==> src/hw/rtl/pstt_pkg.sv <==
package pstt_pkg;

  localparam int unsigned FUNC_W  = 2;
  localparam int unsigned CHAN_W  = 2;
  localparam int unsigned SLOT_W  = 4;
  localparam int unsigned TIME_W  = 32;
  localparam int unsigned COUNT_W = 5;

  localparam int unsigned CHANNELS_DEFAULT = 4;
  localparam int unsigned SLOTS_DEFAULT    = 16;

  localparam int unsigned IN_DATA_W  = 40;
  localparam int unsigned IN_USER_W  = FUNC_W;
  localparam int unsigned OUT_DATA_W = 40;
  localparam int unsigned OUT_USER_W = 2;

  localparam logic [FUNC_W-1:0] FUNC_INSERT = 2'd0;
  localparam logic [FUNC_W-1:0] FUNC_READ   = 2'd1;
  localparam logic [FUNC_W-1:0] FUNC_CLEAR  = 2'd2;

  typedef struct packed {
    logic [FUNC_W-1:0] func;
    logic [CHAN_W-1:0] channel;
    logic [SLOT_W-1:0] slot;
    logic [TIME_W-1:0] time_value;
  } pstt_cmd_t;

  typedef struct packed {
    logic [TIME_W-1:0]  read_time;
    logic               read_valid;
    logic [COUNT_W-1:0] entry_count;
    logic               insert_dropped;
  } pstt_result_t;

endpackage

==> src/hw/rtl/pstt_engine.sv <==
module pstt_engine #(
  parameter int unsigned CHANNELS = pstt_pkg::CHANNELS_DEFAULT,
  parameter int unsigned SLOTS    = pstt_pkg::SLOTS_DEFAULT
) (
  input  logic                   clk_i,
  input  logic                   rst_ni,
  input  logic                   cmd_valid_i,
  output logic                   cmd_ready_o,
  input  pstt_pkg::pstt_cmd_t    cmd_i,
  output logic                   res_valid_o,
  input  logic                   res_ready_i,
  output pstt_pkg::pstt_result_t res_o
);
  import pstt_pkg::*;

  localparam int unsigned DEPTH = CHANNELS * SLOTS;
  localparam int unsigned AW    = $clog2(DEPTH);
  localparam int unsigned CH_W  = (CHANNELS > 1) ? $clog2(CHANNELS) : 1;
  localparam int unsigned CNT_W = $clog2(SLOTS + 1);

  typedef enum logic [1:0] {S_IDLE, S_INS, S_RD, S_PUSH} state_e;

  state_e             state_q;
  logic [CNT_W-1:0]   cnt_q [CHANNELS];
  logic [CNT_W-1:0]   k_q;
  logic [AW-1:0]      base_q;
  logic [TIME_W-1:0]  tv_q;
  logic [CH_W-1:0]    ch_q;
  pstt_result_t       res_q;

  logic [TIME_W-1:0]  mem_q [DEPTH];
  logic [TIME_W-1:0]  rdata_q;

  logic               mem_we, mem_re;
  logic [AW-1:0]      mem_waddr, mem_raddr;
  logic [TIME_W-1:0]  mem_wdata;

  logic [CH_W+CHAN_W-1:0]  ch_ext;
  logic [CH_W-1:0]         ch_in;
  logic                    chan_ok;
  logic [CNT_W-1:0]        cur_cnt;
  logic [AW-1:0]           base_in;
  logic                    slot_hit, full, accept, shift;
  logic [CNT_W-1:0]        cnt_m1, k_m2, cnt_inc;

  function automatic logic [COUNT_W-1:0] to_count(input logic [CNT_W-1:0] c);
    logic [CNT_W+COUNT_W-1:0] w;
    w = {{COUNT_W{1'b0}}, c};
    return w[COUNT_W-1:0];
  endfunction

  always_comb begin
    ch_ext   = {{CH_W{1'b0}}, cmd_i.channel};
    ch_in    = ch_ext[CH_W-1:0];
    chan_ok  = {3'b000, cmd_i.channel} < 5'(CHANNELS);
    cur_cnt  = chan_ok ? cnt_q[ch_in] : '0;
    base_in  = AW'(AW'(ch_in) * AW'(SLOTS));
    slot_hit = {{CNT_W{1'b0}}, cmd_i.slot} < {{SLOT_W{1'b0}}, cur_cnt};
    full     = cur_cnt == CNT_W'(SLOTS);
    accept   = cmd_valid_i && (state_q == S_IDLE);
    cnt_m1   = CNT_W'(cur_cnt - CNT_W'(1));
    k_m2     = CNT_W'(k_q - CNT_W'(2));
    cnt_inc  = CNT_W'(cnt_q[ch_q] + CNT_W'(1));
    shift    = (k_q != '0) && (rdata_q > tv_q);
  end

  // entry k takes either its left neighbor (shift up) or the new time
  always_comb begin
    mem_we    = 1'b0;
    mem_waddr = '0;
    mem_wdata = '0;
    mem_re    = 1'b0;
    mem_raddr = '0;
    case (state_q)
      S_IDLE: begin
        if (accept && chan_ok) begin
          if (cmd_i.func == FUNC_INSERT && !full && cur_cnt != '0) begin
            mem_re    = 1'b1;
            mem_raddr = AW'(base_in + AW'(cnt_m1));
          end else if (cmd_i.func == FUNC_READ && slot_hit) begin
            mem_re    = 1'b1;
            mem_raddr = AW'(base_in + AW'(cmd_i.slot));
          end
        end
      end
      S_INS: begin
        mem_we    = 1'b1;
        mem_waddr = AW'(base_q + AW'(k_q));
        mem_wdata = shift ? rdata_q : tv_q;
        mem_re    = shift && (k_q > CNT_W'(1));
        mem_raddr = AW'(base_q + AW'(k_m2));
      end
      default: begin
      end
    endcase
  end

  always_ff @(posedge clk_i) begin
    if (mem_we) begin
      mem_q[mem_waddr] <= mem_wdata;
    end
    if (mem_re) begin
      rdata_q <= mem_q[mem_raddr];
    end
  end

  always_ff @(posedge clk_i or negedge rst_ni) begin
    if (!rst_ni) begin
      state_q <= S_IDLE;
      cnt_q   <= '{default: '0};
    end else begin
      case (state_q)
        S_IDLE: begin
          if (accept) begin
            ch_q   <= ch_in;
            base_q <= base_in;
            tv_q   <= cmd_i.time_value;
            k_q    <= cur_cnt;
            if (!chan_ok) begin
              res_q   <= '0;
              state_q <= S_PUSH;
            end else if (cmd_i.func == FUNC_INSERT) begin
              if (full) begin
                res_q   <= '{read_time: '0, read_valid: 1'b0,
                             entry_count: to_count(cur_cnt), insert_dropped: 1'b1};
                state_q <= S_PUSH;
              end else begin
                res_q   <= '0;
                state_q <= S_INS;
              end
            end else if (cmd_i.func == FUNC_READ) begin
              res_q   <= '{read_time: '0, read_valid: 1'b0,
                           entry_count: to_count(cur_cnt), insert_dropped: 1'b0};
              state_q <= slot_hit ? S_RD : S_PUSH;
            end else if (cmd_i.func == FUNC_CLEAR) begin
              res_q        <= '0;
              cnt_q[ch_in] <= '0;
              state_q      <= S_PUSH;
            end else begin
              res_q   <= '{read_time: '0, read_valid: 1'b0,
                           entry_count: to_count(cur_cnt), insert_dropped: 1'b0};
              state_q <= S_PUSH;
            end
          end
        end
        S_INS: begin
          if (shift) begin
            k_q <= CNT_W'(k_q - CNT_W'(1));
          end else begin
            cnt_q[ch_q]       <= cnt_inc;
            res_q.entry_count <= to_count(cnt_inc);
            state_q           <= S_PUSH;
          end
        end
        S_RD: begin
          res_q   <= '{read_time: rdata_q, read_valid: 1'b1,
                       entry_count: res_q.entry_count, insert_dropped: 1'b0};
          state_q <= S_PUSH;
        end
        S_PUSH: begin
          if (res_ready_i) begin
            state_q <= S_IDLE;
          end
        end
        default: begin
          state_q <= S_IDLE;
        end
      endcase
    end
  end

  assign cmd_ready_o = (state_q == S_IDLE);
  assign res_valid_o = (state_q == S_PUSH);
  assign res_o       = res_q;

  a_walk_in_range: assert property (@(posedge clk_i) disable iff (!rst_ni)
    (state_q == S_INS) |-> (k_q < CNT_W'(SLOTS)))
    else $error("insert walk index beyond list");

  a_read_issued: assert property (@(posedge clk_i) disable iff (!rst_ni)
    (state_q == S_RD) |-> $past(mem_re))
    else $error("read data used without a memory read");

  a_count_step: assert property (@(posedge clk_i) disable iff (!rst_ni)
    (state_q == S_INS && !shift) |=>
      (cnt_q[ch_q] == CNT_W'($past(cnt_q[ch_q]) + CNT_W'(1))))
    else $error("insert did not bump the count by one");

endmodule

==> src/hw/rtl/per_channel_sorted_time_table.sv <==
// Flow: an insert walks the list in S_INS, moving m entries up (m = 0..SLOTS-1), then writes
//   the new time; a read passes S_RD; all results then pass S_PUSH and the output register.
// Throughput: one item at a time; an insert walks the list one entry per cycle through the
//   store's write and read ports.
// Reset: all list counts zero, no result pending; the time store holds no reset value.
module per_channel_sorted_time_table #(
  parameter int unsigned CHANNELS = pstt_pkg::CHANNELS_DEFAULT,
  parameter int unsigned SLOTS    = pstt_pkg::SLOTS_DEFAULT
) (
  input  logic                            clk_i,
  input  logic                            rst_ni,
  input  logic                            s_axis_tvalid,
  output logic                            s_axis_tready,
  // channel[1:0], slot[5:2], time_value[37:6], zero[39:38]
  input  logic [pstt_pkg::IN_DATA_W-1:0]  s_axis_tdata,
  // func[1:0]
  input  logic [pstt_pkg::IN_USER_W-1:0]  s_axis_tuser,
  output logic                            m_axis_tvalid,
  input  logic                            m_axis_tready,
  // read_time[31:0], entry_count[36:32], zero[39:37]
  output logic [pstt_pkg::OUT_DATA_W-1:0] m_axis_tdata,
  // read_valid[0], insert_dropped[1]
  output logic [pstt_pkg::OUT_USER_W-1:0] m_axis_tuser
);
  import pstt_pkg::*;

  pstt_cmd_t    cmd;
  pstt_result_t res, out_q;
  logic         res_valid, res_ready, out_valid_q;

  always_comb begin
    cmd.func       = s_axis_tuser[FUNC_W-1:0];
    cmd.channel    = s_axis_tdata[1:0];
    cmd.slot       = s_axis_tdata[5:2];
    cmd.time_value = s_axis_tdata[37:6];
  end

  pstt_engine #(
    .CHANNELS (CHANNELS),
    .SLOTS    (SLOTS)
  ) u_engine (
    .clk_i       (clk_i),
    .rst_ni      (rst_ni),
    .cmd_valid_i (s_axis_tvalid),
    .cmd_ready_o (s_axis_tready),
    .cmd_i       (cmd),
    .res_valid_o (res_valid),
    .res_ready_i (res_ready),
    .res_o       (res)
  );

  assign res_ready = !out_valid_q || m_axis_tready;

  always_ff @(posedge clk_i or negedge rst_ni) begin
    if (!rst_ni) begin
      out_valid_q <= 1'b0;
    end else if (res_ready) begin
      out_valid_q <= res_valid;
    end
  end

  always_ff @(posedge clk_i) begin
    if (res_valid && res_ready) begin
      out_q <= res;
    end
  end

  assign m_axis_tvalid = out_valid_q;
  assign m_axis_tdata  = {3'b000, out_q.entry_count, out_q.read_time};
  assign m_axis_tuser  = {out_q.insert_dropped, out_q.read_valid};

endmodule
==> config.mk <==
export PLATFORM = sky130hd
export DESIGN_NAME = per_channel_sorted_time_table
export DESIGN_NICKNAME = d
export VERILOG_FILES = /design/src/hw/rtl/pstt_pkg.sv /design/src/hw/rtl/pstt_engine.sv /design/src/hw/rtl/per_channel_sorted_time_table.sv
export SDC_FILE = /design/constraint.sdc
export NUM_CORES = 2
export LEC_CHECK = 0
export BUFFER_PORTS_ARGS = -buffer_cell sky130_fd_sc_hd__clkbuf_2
export CAP_MARGIN = 20
export CORE_MARGIN = 3
export CORE_UTILIZATION = 55
export DETAILED_ROUTE_END_ITERATION = 12
export HOLD_SLACK_MARGIN = 0.05
export PLACE_DENSITY = 0.79
export SLEW_MARGIN = 20
export SYNTH_ARGS = -nofsm -noshare
export SYNTH_HDL_FRONTEND = slang
export SYNTH_SLANG_ARGS = --single-unit
export TNS_END_PERCENT = 20
==> constraint.sdc <==
create_clock -name clk_i -period 5.2 [get_ports clk_i]
set_clock_uncertainty 0.15 [all_clocks]
set_input_delay 1.04 -clock clk_i [delete_from_list [all_inputs] [get_ports clk_i]]
set_output_delay 1.04 -clock clk_i [all_outputs]
set_load 0.02 [all_outputs]
==> results.sh <==
export IMPL_htree_levels=4
export IMPL_slew_headroom_pct=21.79
export IMPL_initial_utilization_pct=55.53
export IMPL_ys_ff_latch=2220
export IMPL_whs_path_depth=1
export IMPL_first_global_vias=47393
export IMPL_clk_pin_slew_ns=0.06
export IMPL_finalCriticalPeriod_ns=5.034
export IMPL_critPathMaxFanout=17
export IMPL_arrival_ns=5.43
export IMPL_hold_viol_final=0
export IMPL_design_area_um2=100800
export IMPL_timing_final_ws_setup_ns=0.1662
export IMPL_postSynthCellCount=4205
export IMPL_grt_first_pass_wirelength_um=329800
export IMPL_worstSetupPathType="in2reg"
export IMPL_syn_area_um2=86940
export IMPL_finalSetupTns_ns=0
export IMPL_fin_hold_ws_ns=0.2428
export IMPL_die_area_um2=162900
export IMPL_overflow=0
export IMPL_seq_area_um2=66550
export IMPL_power_mw=50.75
export IMPL_fillerInstances=9510
export IMPL_crit_path_end_kind="register"
export IMPL_layout_cells_non_filler=6988
export IMPL_final_common_cell="edfxtp_1"
export IMPL_die_x_um=403.6
export IMPL_worstMarginPinSlew_ns=1.173
export IMPL_peakVddDrop_uv=326.8
export IMPL_drtIter0Drc=7015
export IMPL_die_h_um=403.6
export IMPL_synth_cell_types=55
export IMPL_post_place_cells=6608
export IMPL_vias=46646
export IMPL_syn_avg_cell_area_um2=20.68
export IMPL_cts_resized=0
export IMPL_nets=4856
export IMPL_fmax_mhz=198.7
export IMPL_dp_worst_setup_slack_ns=-0.5645
export IMPL_port_buffers=84
export IMPL_hold_buffers=1
export IMPL_cts_root_buffer="clkbuf_16"
export IMPL_critPathRequiredTime_ns=5.60
export IMPL_critPathLaunch="s_axis_tdata[0]"
export IMPL_yosys_warnings=0
export IMPL_detail_route_vias_per_cell=6.675
export IMPL_layout_common_cells="edfxtp_1 (2197), mux4_2 (522), buf_4 (400)"
export IMPL_powerDensity_nw_per_um2=503.6
export IMPL_area_delta_synth_final_pct=15.90
export IMPL_fin_util_pct=64.36
export IMPL_final_max_slew_violation_count=0
export IMPL_hold_path_class="in2reg"
export IMPL_grtUsageTotal_pct=28.38
export IMPL_rr_worst_depth=17
export IMPL_synthArstFlopShare_pct=1.036
export IMPL_grt_max_degree=76
export IMPL_drc=0
export IMPL_setup_viol=0
export IMPL_clockBufferDepth=3
export IMPL_numCtsBuffers=207
export IMPL_synth_edf_count=2197
export IMPL_leakage_nw=33.05
export IMPL_drtPass1Iterations=8
export IMPL_fin_crit_sh_pct=96.80
export IMPL_place_gp_congestion=0.8889
export IMPL_timing_rr_end="u_engine.rdata_q[21]"
export IMPL_dp_hpwl_um=132800
export IMPL_coreArea_um2=156600
export IMPL_ys_flop_type="edfxtp_1"
export IMPL_rows=145
export IMPL_regToRegSetupSlack_ns=0.21
export IMPL_r2r_start="u_engine.cnt_q[2]"
export IMPL_outcome="complete, no violations"
export IMPL_wl_per_cell_um=32.81
export IMPL_cts_tree="built"
export IMPL_wl_um=229300
export IMPL_io_pins=90
export IMPL_rsz0062_at_grt="false"
export IMPL_place_area_um2=94310
export IMPL_ant_nets=0
export IMPL_cp_start_kind="input port"
export IMPL_insertion_delay_ns=0.85
export IMPL_drive_gt1_share_pct=29.90
export IMPL_hp_start="s_axis_tdata[21]"
export IMPL_hold_path_end="u_engine.tv_q[15]"
export IMPL_postCtsSetupRepairBufs=0
export IMPL_antenna_found_initial=11
export IMPL_multi_input_area_um2=19440
export IMPL_cts_sinks=2220
export IMPL_max_cap_viol_count=0
export IMPL_synth_seq_area_share_pct=76.55
cells in the mapped netlist (3+ instances only):
cell type	count	area, um2
edfxtp_1	2197	65970
mux4_2	522	11760
nor2b_1	271	1695
inv_1	208	780.8
clkbuf_1	136	510.5
nor2_1	131	491.7
and3_1	90	563.0
o41ai_1	88	770.7
o22ai_1	82	513.0
o21ai_0	59	295.3
ha_1	49	613.1
nand4_1	47	294.0
and2_1	36	225.2
mux2i_1	34	340.3
buf_2	32	160.2
nand2_1	29	108.9
buf_4	24	180.2
dfrtp_1	23	575.6
a32o_1	18	180.2
a21oi_1	14	70.07
buf_1	14	52.55
nand3_1	14	70.07
buf_6	12	135.1
a21o_1	8	60.06
xor2_1	8	70.07
xnor2_1	7	61.31
o21a_1	6	45.04
nor3_1	5	25.02
a31oi_1	4	25.02
nand2b_1	4	25.02
nor3b_1	3	22.52
o31ai_1	3	22.52
critical path, cell delays in order:
cell and delay, ns:
clkbuf_2 0.20, mux4_2 0.55, inv_1 0.11, ha_1 0.25, a21oi_1 0.15, nor2b_1 0.07, o41a_1 0.38, o221ai_4 0.19
buf_12 0.26, buf_12 0.21, buf_12 0.22, buf_12 0.18, mux4_2 0.53, inv_1 0.08, o22ai_1 0.10, o21ai_0 0.48
buf_4 0.27, nand4_1 0.12
cell type report:
| class | instances | area share, % |
|---|---|---|
| inverter | 209 | 0.7810 |
| clock buffer | 253 | 5.343 |
| sequential | 2220 | 66.04 |
| clock inverter | 124 | 1.018 |
| multi-input combinational | 1560 | 19.29 |
| tap | 2058 | 2.555 |
| antenna | 1 | 0.002483 |
| timing repair buffer | 563 | 4.964 |
flip-flops by register name (all words and copies together), names as in the netlist:
register          cells
u_engine.cnt_q       20
u_engine.k_q          5
u_engine.tv_q        32
m_axis_tuser          2
u_engine.rdata_q     32
u_engine.mem_q     2048
u_engine.res_o       39
m_axis_tvalid         1
u_engine.state_q      2
u_engine.ch_q         2
m_axis_tdata         37
power breakdown:
group	switching [mW]	internal, mW
sequential	0.310	22.1
clock	6.48	8.04
combinational	8.18	5.62
total	15.0	35.8
metal layers:
layer,vias to the layer above,GRT usage [%],wire [um]
met5,-,0,18
met4,2,12.73,10600
met3,619,7.691,29890
met2,3688,45.22,111000
met1,24033,37.09,77750
li1,18304,-,-
how the worst max path moves through the flow:
stage	endpoint	cells after the start
finish	u_engine.rdata_q[21]	18
global route	u_engine.rdata_q[24]	16
CTS	u_engine.rdata_q[24]	16
detailed placement	u_engine.rdata_q[24]	16
global placement	u_engine.rdata_q[24]	16
floorplan	u_engine.rdata_q[0]	11
cells by family (layout without fill, tap and decap cells):
family | after synthesis | after routing | share of synthesized area [%]
DFF | 2220 | 2220 | 76.55
and+or+nand+nor | 637 | 637 | 4.109
muxes | 558 | 558 | 13.94
buffers and inverters | 427 | 1149 | 2.097
AOI/OAI and AO/OA | 298 | 298 | 2.448
adders and majority gates | 49 | 49 | 0.7052
xor gates and xnor gates | 15 | 15 | 0.1511
other | 1 | 4 | 0.004313
(Power assumes the default switching activity.)
